[config.mk]
export PLATFORM = sky130hd
export DESIGN_NAME = rainbow_value_to_rgb
export DESIGN_NICKNAME = d
export VERILOG_FILES = /design/src/rtl/rvr_pkg.sv /design/src/rtl/rainbow_value_to_rgb.sv /design/src/rtl/rvr_front.sv /design/src/rtl/rvr_div_step.sv /design/src/rtl/rvr_color.sv
export SDC_FILE = /design/constraint.sdc
export NUM_CORES = 2
export LEC_CHECK = 0
export ABC_AREA = 1
export ABC_CLOCK_PERIOD_IN_PS = 38500
export BUFFER_PORTS_ARGS = -buffer_cell sky130_fd_sc_hd__clkbuf_2
export CAP_MARGIN = 0
export CORE_MARGIN = 2
export CORE_UTILIZATION = 45
export DETAILED_ROUTE_END_ITERATION = 12
export PLACE_DENSITY_LB_ADDON = 0.25
export SLEW_MARGIN = 30
export SYNTH_ARGS = -nofsm -noshare
export SYNTH_HDL_FRONTEND = slang
export SYNTH_SLANG_ARGS = --single-unit
[constraint.sdc]
create_clock -name clock -period 38.5 [get_ports clock]
set_clock_uncertainty 0.2 [all_clocks]
set_input_delay 7.7 -clock clock [delete_from_list [all_inputs] [get_ports clock]]
set_output_delay 7.7 -clock clock [all_outputs]
set_load 0.02 [all_outputs]
[src/rtl/rvr_pkg.sv]
// ---------------------------------------------------------------------------
// Rainbow colour mapper package
// Widths, register indexes, reset values and pipeline stage types.
// ---------------------------------------------------------------------------
package rvr_pkg;

   localparam int SAMPLE_WIDTH    = 32;
   localparam int CHANNEL_BITS    = 8;
   localparam int QUOT_BITS       = CHANNEL_BITS + 2;
   localparam int REQ_TDATA_WIDTH = ((SAMPLE_WIDTH + 7) / 8) * 8;
   localparam int RSP_TDATA_WIDTH = ((3 * CHANNEL_BITS + 7) / 8) * 8;
   localparam int CSR_ADDR_WIDTH  = 1;

   localparam logic [CSR_ADDR_WIDTH-1:0] REG_LOW_BOUND  = CSR_ADDR_WIDTH'(0);
   localparam logic [CSR_ADDR_WIDTH-1:0] REG_HIGH_BOUND = CSR_ADDR_WIDTH'(1);

   localparam logic [SAMPLE_WIDTH-1:0] LOW_BOUND_RESET  = SAMPLE_WIDTH'(0);
   localparam logic [SAMPLE_WIDTH-1:0] HIGH_BOUND_RESET = SAMPLE_WIDTH'(65536);
   localparam logic [SAMPLE_WIDTH-1:0] SAMPLE_SIGN      =
      {1'b1, {(SAMPLE_WIDTH-1){1'b0}}};

   localparam logic [CHANNEL_BITS-1:0] CHAN_MAX  = {CHANNEL_BITS{1'b1}};
   localparam logic [CHANNEL_BITS-1:0] CHAN_ZERO = {CHANNEL_BITS{1'b0}};

   localparam logic [1:0] SEG_BLUE_CYAN    = 2'd0;
   localparam logic [1:0] SEG_CYAN_GREEN   = 2'd1;
   localparam logic [1:0] SEG_GREEN_YELLOW = 2'd2;
   localparam logic [1:0] SEG_YELLOW_RED   = 2'd3;

   typedef enum logic [1:0] {
      KIND_BLUE = 2'd0,
      KIND_RED  = 2'd1,
      KIND_MID  = 2'd2
   } kind_type;

   typedef struct packed {
      kind_type                kind;
      logic [SAMPLE_WIDTH-1:0] rem;
      logic [SAMPLE_WIDTH-1:0] den;
      logic [QUOT_BITS-1:0]    quot;
   } stage_type;

endpackage

[src/rtl/rainbow_value_to_rgb.sv]
// ---------------------------------------------------------------------------
// Rainbow value to RGB mapper
// Signed sample in, blue-cyan-green-yellow-red colour out.
// ---------------------------------------------------------------------------
//  channel | direction | handshake         | payload
//  req     | in        | tvalid / tready   | tdata: sample
//  rsp     | out       | tvalid / tready   | tdata: red, green, blue
//  csr     | in        | we (no wait)      | addr 0 low bound, 1 high bound
//
//  One item per cycle while rsp is not stalled; stages: front stage, ten divide
//  steps (one quotient bit each, a 33-bit subtract per step) and the colour stage.
//  Reset clears every stage valid bit and loads the bound reset values.
//  While a result waits on rsp_tready the whole pipeline holds; req_tready
//  stays high whenever the output register is empty or being taken.
// ---------------------------------------------------------------------------
module rainbow_value_to_rgb (
   input  logic                                  clock,
   input  logic                                  reset,
   input  logic                                  req_tvalid,
   output logic                                  req_tready,
   input  logic [rvr_pkg::REQ_TDATA_WIDTH-1:0]   req_tdata,  // [31:0] sample
   output logic                                  rsp_tvalid,
   input  logic                                  rsp_tready,
   output logic [rvr_pkg::RSP_TDATA_WIDTH-1:0]   rsp_tdata,  // red, green, blue
   input  logic                                  csr_we,
   input  logic [rvr_pkg::CSR_ADDR_WIDTH-1:0]    csr_addr,
   input  logic [rvr_pkg::SAMPLE_WIDTH-1:0]      csr_wdata
);

   logic                              advance;
   logic                              stage_valid [0:rvr_pkg::QUOT_BITS];
   rvr_pkg::stage_type                stage_data  [0:rvr_pkg::QUOT_BITS];
   logic [rvr_pkg::CHANNEL_BITS-1:0]  red;
   logic [rvr_pkg::CHANNEL_BITS-1:0]  green;
   logic [rvr_pkg::CHANNEL_BITS-1:0]  blue;

   // advance the whole pipeline unless a finished result is held
   assign advance    = ~rsp_tvalid | rsp_tready;
   assign req_tready = advance;

   rvr_front u_front (
      .clock     (clock),
      .reset     (reset),
      .csr_we    (csr_we),
      .csr_addr  (csr_addr),
      .csr_wdata (csr_wdata),
      .enable    (advance),
      .in_valid  (req_tvalid),
      .in_sample (req_tdata[rvr_pkg::SAMPLE_WIDTH-1:0]),
      .out_valid (stage_valid[0]),
      .out_stage (stage_data[0])
   );

   for (genvar i = 0; i < rvr_pkg::QUOT_BITS; i++) begin : g_div
      rvr_div_step u_step (
         .clock     (clock),
         .reset     (reset),
         .enable    (advance),
         .in_valid  (stage_valid[i]),
         .in_stage  (stage_data[i]),
         .out_valid (stage_valid[i+1]),
         .out_stage (stage_data[i+1])
      );
   end

   rvr_color u_color (
      .clock     (clock),
      .reset     (reset),
      .enable    (advance),
      .in_valid  (stage_valid[rvr_pkg::QUOT_BITS]),
      .in_stage  (stage_data[rvr_pkg::QUOT_BITS]),
      .out_valid (rsp_tvalid),
      .out_red   (red),
      .out_green (green),
      .out_blue  (blue)
   );

   assign rsp_tdata = rvr_pkg::RSP_TDATA_WIDTH'({blue, green, red});

endmodule

[src/rtl/rvr_front.sv]
// ---------------------------------------------------------------------------
// Rainbow mapper front stage
// Holds the bound registers, classifies the sample and sets up the divide.
// ---------------------------------------------------------------------------
module rvr_front (
   input  logic                                 clock,
   input  logic                                 reset,
   input  logic                                 csr_we,
   input  logic [rvr_pkg::CSR_ADDR_WIDTH-1:0]   csr_addr,
   input  logic [rvr_pkg::SAMPLE_WIDTH-1:0]     csr_wdata,
   input  logic                                 enable,
   input  logic                                 in_valid,
   input  logic [rvr_pkg::SAMPLE_WIDTH-1:0]     in_sample,
   output logic                                 out_valid,
   output rvr_pkg::stage_type                   out_stage
);

   logic [rvr_pkg::SAMPLE_WIDTH-1:0] low_ff;
   logic [rvr_pkg::SAMPLE_WIDTH-1:0] high_ff;
   logic                             valid_ff;
   rvr_pkg::stage_type               stage_ff;
   rvr_pkg::stage_type               stage_in;

   logic [rvr_pkg::SAMPLE_WIDTH-1:0] v_ord;
   logic [rvr_pkg::SAMPLE_WIDTH-1:0] lo_ord;
   logic [rvr_pkg::SAMPLE_WIDTH-1:0] hi_ord;
   logic [rvr_pkg::SAMPLE_WIDTH:0]   lo_diff;
   logic [rvr_pkg::SAMPLE_WIDTH:0]   hi_diff;
   logic                             at_or_below;
   logic                             at_or_above;

   always_ff @(posedge clock) begin
      if (reset) begin
         low_ff  <= rvr_pkg::LOW_BOUND_RESET;
         high_ff <= rvr_pkg::HIGH_BOUND_RESET;
      end else if (csr_we) begin
         unique case (csr_addr)
            rvr_pkg::REG_LOW_BOUND:  low_ff  <= csr_wdata;
            rvr_pkg::REG_HIGH_BOUND: high_ff <= csr_wdata;
            default: ;
         endcase
      end
   end

   // offset binary turns signed order into unsigned order
   assign v_ord  = in_sample ^ rvr_pkg::SAMPLE_SIGN;
   assign lo_ord = low_ff ^ rvr_pkg::SAMPLE_SIGN;
   assign hi_ord = high_ff ^ rvr_pkg::SAMPLE_SIGN;

   assign lo_diff = {1'b0, v_ord} - {1'b0, lo_ord};
   assign hi_diff = {1'b0, v_ord} - {1'b0, hi_ord};

   assign at_or_below = lo_diff[rvr_pkg::SAMPLE_WIDTH] |
                        (lo_diff[rvr_pkg::SAMPLE_WIDTH-1:0] == '0);
   assign at_or_above = ~hi_diff[rvr_pkg::SAMPLE_WIDTH];

   always_comb begin
      stage_in.rem  = lo_diff[rvr_pkg::SAMPLE_WIDTH-1:0];
      stage_in.den  = hi_ord - lo_ord;
      stage_in.quot = '0;
      // blue wins over red, so an empty range still gives blue at the low end
      if (at_or_below) begin
         stage_in.kind = rvr_pkg::KIND_BLUE;
      end else if (at_or_above) begin
         stage_in.kind = rvr_pkg::KIND_RED;
      end else begin
         stage_in.kind = rvr_pkg::KIND_MID;
      end
   end

   always_ff @(posedge clock) begin
      if (reset) begin
         valid_ff <= 1'b0;
      end else if (enable) begin
         valid_ff <= in_valid;
      end
   end

   always_ff @(posedge clock) begin
      if (enable) begin
         stage_ff <= stage_in;
      end
   end

   assign out_valid = valid_ff;
   assign out_stage = stage_ff;

endmodule

[src/rtl/rvr_div_step.sv]
// ---------------------------------------------------------------------------
// Rainbow mapper divide step
// One registered restoring-division step: one quotient bit per stage.
// ---------------------------------------------------------------------------
module rvr_div_step (
   input  logic               clock,
   input  logic               reset,
   input  logic               enable,
   input  logic               in_valid,
   input  rvr_pkg::stage_type in_stage,
   output logic               out_valid,
   output rvr_pkg::stage_type out_stage
);

   logic                             valid_ff;
   rvr_pkg::stage_type               stage_ff;
   rvr_pkg::stage_type               stage_in;
   logic [rvr_pkg::SAMPLE_WIDTH:0]   rem_shift;
   logic [rvr_pkg::SAMPLE_WIDTH:0]   trial;
   logic                             fits;

   assign rem_shift = {in_stage.rem, 1'b0};
   assign trial     = rem_shift - {1'b0, in_stage.den};
   // remainder stays below the divisor, so the trial sign is the borrow
   assign fits      = ~trial[rvr_pkg::SAMPLE_WIDTH];

   always_comb begin
      stage_in      = in_stage;
      stage_in.rem  = fits ? trial[rvr_pkg::SAMPLE_WIDTH-1:0]
                           : rem_shift[rvr_pkg::SAMPLE_WIDTH-1:0];
      stage_in.quot = {in_stage.quot[rvr_pkg::QUOT_BITS-2:0], fits};
   end

   always_ff @(posedge clock) begin
      if (reset) begin
         valid_ff <= 1'b0;
      end else if (enable) begin
         valid_ff <= in_valid;
      end
   end

   always_ff @(posedge clock) begin
      if (enable) begin
         stage_ff <= stage_in;
      end
   end

   assign out_valid = valid_ff;
   assign out_stage = stage_ff;

endmodule

[src/rtl/rvr_color.sv]
// ---------------------------------------------------------------------------
// Rainbow mapper colour stage
// Turns class and scaled position into RGB and holds the output register.
// ---------------------------------------------------------------------------
module rvr_color (
   input  logic                              clock,
   input  logic                              reset,
   input  logic                              enable,
   input  logic                              in_valid,
   input  rvr_pkg::stage_type                in_stage,
   output logic                              out_valid,
   output logic [rvr_pkg::CHANNEL_BITS-1:0]  out_red,
   output logic [rvr_pkg::CHANNEL_BITS-1:0]  out_green,
   output logic [rvr_pkg::CHANNEL_BITS-1:0]  out_blue
);

   logic                              valid_ff;
   logic [rvr_pkg::CHANNEL_BITS-1:0]  red_ff;
   logic [rvr_pkg::CHANNEL_BITS-1:0]  green_ff;
   logic [rvr_pkg::CHANNEL_BITS-1:0]  blue_ff;
   logic [rvr_pkg::CHANNEL_BITS-1:0]  red_in;
   logic [rvr_pkg::CHANNEL_BITS-1:0]  green_in;
   logic [rvr_pkg::CHANNEL_BITS-1:0]  blue_in;
   logic [rvr_pkg::CHANNEL_BITS-1:0]  weight;
   logic [1:0]                        segment;

   assign weight  = in_stage.quot[rvr_pkg::CHANNEL_BITS-1:0];
   assign segment = in_stage.quot[rvr_pkg::QUOT_BITS-1:rvr_pkg::CHANNEL_BITS];

   always_comb begin
      red_in   = rvr_pkg::CHAN_ZERO;
      green_in = rvr_pkg::CHAN_ZERO;
      blue_in  = rvr_pkg::CHAN_MAX;
      case (in_stage.kind)
         rvr_pkg::KIND_RED: begin
            red_in  = rvr_pkg::CHAN_MAX;
            blue_in = rvr_pkg::CHAN_ZERO;
         end
         rvr_pkg::KIND_MID: begin
            case (segment)
               rvr_pkg::SEG_BLUE_CYAN: begin
                  green_in = weight;
               end
               rvr_pkg::SEG_CYAN_GREEN: begin
                  green_in = rvr_pkg::CHAN_MAX;
                  blue_in  = rvr_pkg::CHAN_MAX - weight;
               end
               rvr_pkg::SEG_GREEN_YELLOW: begin
                  red_in   = weight;
                  green_in = rvr_pkg::CHAN_MAX;
                  blue_in  = rvr_pkg::CHAN_ZERO;
               end
               default: begin
                  red_in   = rvr_pkg::CHAN_MAX;
                  green_in = rvr_pkg::CHAN_MAX - weight;
                  blue_in  = rvr_pkg::CHAN_ZERO;
               end
            endcase
         end
         default: ;
      endcase
   end

   always_ff @(posedge clock) begin
      if (reset) begin
         valid_ff <= 1'b0;
      end else if (enable) begin
         valid_ff <= in_valid;
      end
   end

   always_ff @(posedge clock) begin
      if (enable) begin
         red_ff   <= red_in;
         green_ff <= green_in;
         blue_ff  <= blue_in;
      end
   end

   assign out_valid = valid_ff;
   assign out_red   = red_ff;
   assign out_green = green_ff;
   assign out_blue  = blue_ff;

endmodule

Word level (Yosys, flattened, before mapping)
Index checks and enable logic that the tools add are counted.
{"block": "totals", "reg_bits": 817, "inputBits": 70, "out_inout_bits": 26}
{"block": "classes", "addsub": 14, "n_eq_ne": 4, "n_mux": 15, "bitwise": 17, "n_reduce_logical": 6}
{"op": "subtractor 33 x 32 -> 33 bit", "n": 10}
{"op": "2-to-1 mux 32 bit", "n": 9}
{"op": "case mux 8 bit (2 select lines)", "n": 5}
{"op": "subtractor 32 x 32 -> 33 bit", "n": 2}
{"op": "logical NOT 32 bit", "n": 1}
{"op": "subtractor 32 bit", "n": 1}
{"op": "inverter 1 bit", "n": 15}
{"op": "subtractor 8 bit, first input constant", "n": 1}
{"op": "== test 2 x 1 -> 1 bit, second input constant", "n": 2}
{"op": "== test 2 bit, second input constant", "n": 2}
{"op": "AND reduction 2 bit", "n": 2}
{"op": "OR reduction 2 bit", "n": 2}
{"op": "logical NOT 2 bit", "n": 1}
{"op": "2-to-1 mux 2 bit", "n": 1}
{"op": "bitwise OR 1 bit", "n": 2}

Logic depth before layout (Yosys ltp)
{"block": "depth", "word_depth": 4, "mapped_depth": 19}

By module
Synthesis repeated with hierarchy kept, for this count alone.
{"block": "hier_totals", "hier_cells": 8946, "hier_area_um2": 65490.3}
{"mod": "rvr_div_step at g_div[0].u_step ...", "n_inst": 7, "cells_each": 752, "area_each_um2": 5481.5, "seq_area_each_um2": 2302.2}
{"mod": "rvr_div_step at g_div[7].u_step ...", "n_inst": 3, "cells_each": 750, "area_each_um2": 5451.5, "seq_area_each_um2": 2302.2}
{"mod": "rvr_front", "n_inst": 1, "cells_each": 1309, "area_each_um2": 9506.6, "seq_area_each_um2": 3283.1}
{"mod": "rvr_color", "n_inst": 1, "cells_each": 121, "area_each_um2": 1251.2, "seq_area_each_um2": 740.7}
{"mod": "rainbow_value_to_rgb", "n_inst": 1, "cells_each": 2, "area_each_um2": 7.5, "seq_area_each_um2": 0.0}

Worst setup path before layout
No wires, ideal clock.
{"block": "synth_path", "path_type": "input to output", "from": "input rsp_tready", "to": "output req_tready", "arrival_ns": 28.160, "required_time_ns": 30.600, "path_slack_ns": 2.440, "stages": 3, "path_cell_list": "nor2_1 inv_1 clkbuf_1"}
{"block": "synth_between", "elab_chain_len": 1}
{"element": "from (decl)", "line": "rainbow_value_to_rgb.sv:23", "rtl": "input logic rsp_tready,"}
{"element": "bitwise OR 1 bit", "line": "rainbow_value_to_rgb.sv:38", "rtl": "assign advance = ~rsp_tvalid | rsp_tready;"}
{"element": "to (decl)", "line": "rainbow_value_to_rgb.sv:20", "rtl": "output logic req_tready,"}
Every way passes these cells.

Final worst setup path
Ends and elaborated chain as after synthesis.

==> summary.md <==
| Metric | Value |
|---|---|
| Status | `finished clean` |
| Crit path capture type | `primary output` |
| Seq cells post-synth | `817` |
| Number of antenna violations at the first check in global routing | `0` |
| Tmin final | `17070 ps` |
| Largest stage delay on the critical path | `670 ps` |
| Die Y | `approximately 340 um` |
| Top-count cell post-synth | `nand2_1` |
| Post-synth ARST share | `0` |
| Horiz. Die Dim | `344 um` |
| # IOs | `between 90 and 100` |
| Post-synth top area cell | `edfxtp_1` |
| Fin Setup TNS | `0 ps` |
| Total global routing overflow | `0` |
| I/O Buffers | `95` |
| Top-area cell type share of the netlist area | `0.429` |
| WP data arrival | `slightly above 9000 ps` |
| Cell repeated most along the worst path | `clkbuf_2` |
| Post-DP HPWL | `108000 um` |
| Endpoints failing setup | `0` |
| Fill cells | `between 10000 and 15000` |
| WL/cell | `17.4 um` |
| Final worst-path cycle share | `0.443` |
| Worst path required time | `approximately 31000 ps` |
| CTS resizes | `0` |
| Routed vias | `39100` |
| Gr usage total | `0.225` |
| Clock latency on the worst-skew pair | `between 600 and 700 ps` |
| Area Overhead vs Synth | `9.33%` |
| CTS Sinks | `817` |
| Number of vias per cell | `between 5 and 6` |
| DRC Markers | `0` |
| CP cell instances | `clkbuf_2, nor2_1, inv_8, clkbuf_2` |
| Core ar. | `114000 um2` |
| First-pass GRT wire length | `206000 um` |
| Syn nets | `approximately 6400` |
| WHS Path Cells | `0` |
| Clock tree buffer depth | `3` |
| Worst path depth | `4` |
| Hold buffer count at cts | `0` |
| Classification of the worst setup path | `input port to primary output` |
| Number of global-route vias before repair | `39900` |
| Post-layout nets | `about 6600` |
| Max Cap Violations | `0` |
| Avg Inst Size Synth | `8.75 um2` |
| Drt total wl | `133000 um` |
| R2R setup slack | `34460 ps` |
| Antenna Cells | `0` |
| Slowest CP cell | `nor2_1` |
| Drt pass-1 iters | `5` |
| Worst slew pin tran | `991 ps` |
| Largest cells by area after synthesis | `edfxtp_1, nand2_1, ha_1` |
| Fin. max-slew vios | `0` |
| RSZ-0062 raised after global routing | `false` |
| Drt first-iter violations | `around 1900` |
| Post-CTS Repair Setup Buffers | `0` |
| CP top delay family | `buffers and inverters` |
| Antenna viol nets, final | `0` |
| Top_reg_cell synth | `edfxtp_1` |
| Synth cell types | `52` |
| CTS root buffer | `clkbuf_16` |
| H-tree lvl count | `3` |
| Most instantiated cells after synthesis | `nand2_1, inv_1, edfxtp_1` |
| FF-to-FF path depth | `6` |
| Worst Hold Class | `register to register` |
| Critical Path Fanout Max | `roughly 110` |
| Slew HR | `0.333` |
| CTS Buf Count | `93` |
| Initial core utilization | `0.454` |
| Final GP Congestion | `0.964` |
| Warnings from Yosys | `0` |
| Post-Synthesis Cells | `5930` |
| Mapped Area | `51900 um2` |
| Number of flops mapped to enable cells by yosys | `741` |
| Clock slew seen by the registers of the worst setup and hold paths | `50 ps` |
| Achievable Freq | `58.6 MHz` |
| TritonCTS clock tree | `built` |
| Largest net degree at the start of global routing | `187` |
| Register area share after synthesis | `0.458` |
| Worst setup SP type | `input port` |
| Hold Vio Cnt, Final | `0` |
| Die Area | `roughly 120000 um2` |
| Rows | `approximately 120` |
| Share of cells above drive strength 1 | `0.0779` |
| Worst Path Buf+Inv | `3` |
[through the flow]
step                instance area, um2  instances  hold WS (ps)  setup slack, ps   util
CTS                              56700       7647           208            21390  0.496
floorplan                        51900       5930           200             2440      -
detailed placement               53800       7481           205            21390  0.470
global route                     56700       7648           220            21310  0.496
finish                           56700       7648           209            21430  0.496
global placement                 53800       7481           200            21400  0.470
[cell usage in the layout, fill, tap and decap left out, types with 13 or more instances in the layout]
cell type     n
clkbuf_1     24
nor4_1       27
ha_1        410
o21ai_2     118
buf_4        19
a21oi_1     491
xor2_1      106
dfxtp_1      76
nand2_4      25
clkbuf_16    95
a31oi_1      17
o21bai_1     13
nor3_1       36
nand2_2      62
a21boi_0     30
nand3_1     157
edfxtp_1    741
nor2_1      488
nand2_1    1372
o21ai_0     265
clkinv_1     22
a21o_1       35
inv_1       885
clkbuf_2     96
nand3b_1     14
o221ai_1     32
o21a_1       43
xnor2_1     156
o21ai_1     120
nand4_1      57
clkinv_2     13
[cell families after synthesis]
kind of cell             after synthesis  share of synthesized area
AO/OA/AOI/OAI                       1198                      0.135
XOR/XNOR                             262                     0.0442
adder cells (fa/ha/maj)              421                      0.103
buffers and inverters                974                     0.0774
flip-flops                           817                      0.458
AND/OR/NAND/NOR                     2258                      0.182
[worst paths after layout]
check                          startpoint                             to
min reg2reg  g_div[6].u_step.out_stage[1]   g_div[7].u_step.out_stage[2]
max reg2reg             u_color.out_valid  g_div[6].u_step.out_stage[38]
max                            rsp_tready                     req_tready
min          g_div[6].u_step.out_stage[1]   g_div[7].u_step.out_stage[2]
[final cells by class]
type | instances | area (um2) | area share
clock buffer | 122 | 2500 | 0.0441
inverter | 897 | 3370 | 0.0595
sequential | 817 | 23800 | 0.419
multi-input combinational | 4139 | 24100 | 0.425
clock inverter | 44 | 390 | 0.00688
tap | 1512 | 1890 | 0.0334
timing repair buffer | 117 | 677 | 0.0119
[metal layers]
layer | routed length, um | part of all wire | GRT usage | vias to the layer above
met3 | 3040 | 0.023 | 0.0241 | 340
met5 | 0 | 0 | 0 | -
met4 | 8260 | 0.062 | 0.125 | 0
met1 | 46200 | 0.35 | 0.208 | 17900
met2 | 75400 | 0.57 | 0.467 | 660
li1 | - | - | - | 20300
[state kept, by name, indices dropped and copies added (netlist names)]
name / flops
g_div.u_step.out_stage: 651
g_div.u_step.out_valid: 10
u_color.out_blue: 8
u_color.out_green: 8
u_color.out_red: 8
u_color.out_valid: 1
u_front.high_ff: 32
u_front.low_ff: 32
u_front.out_stage: 66
u_front.out_valid: 1
Power is left out: the tool's default activity adds up to more than one toggle a clock period on the data nets, which glitch-free logic cannot reach.
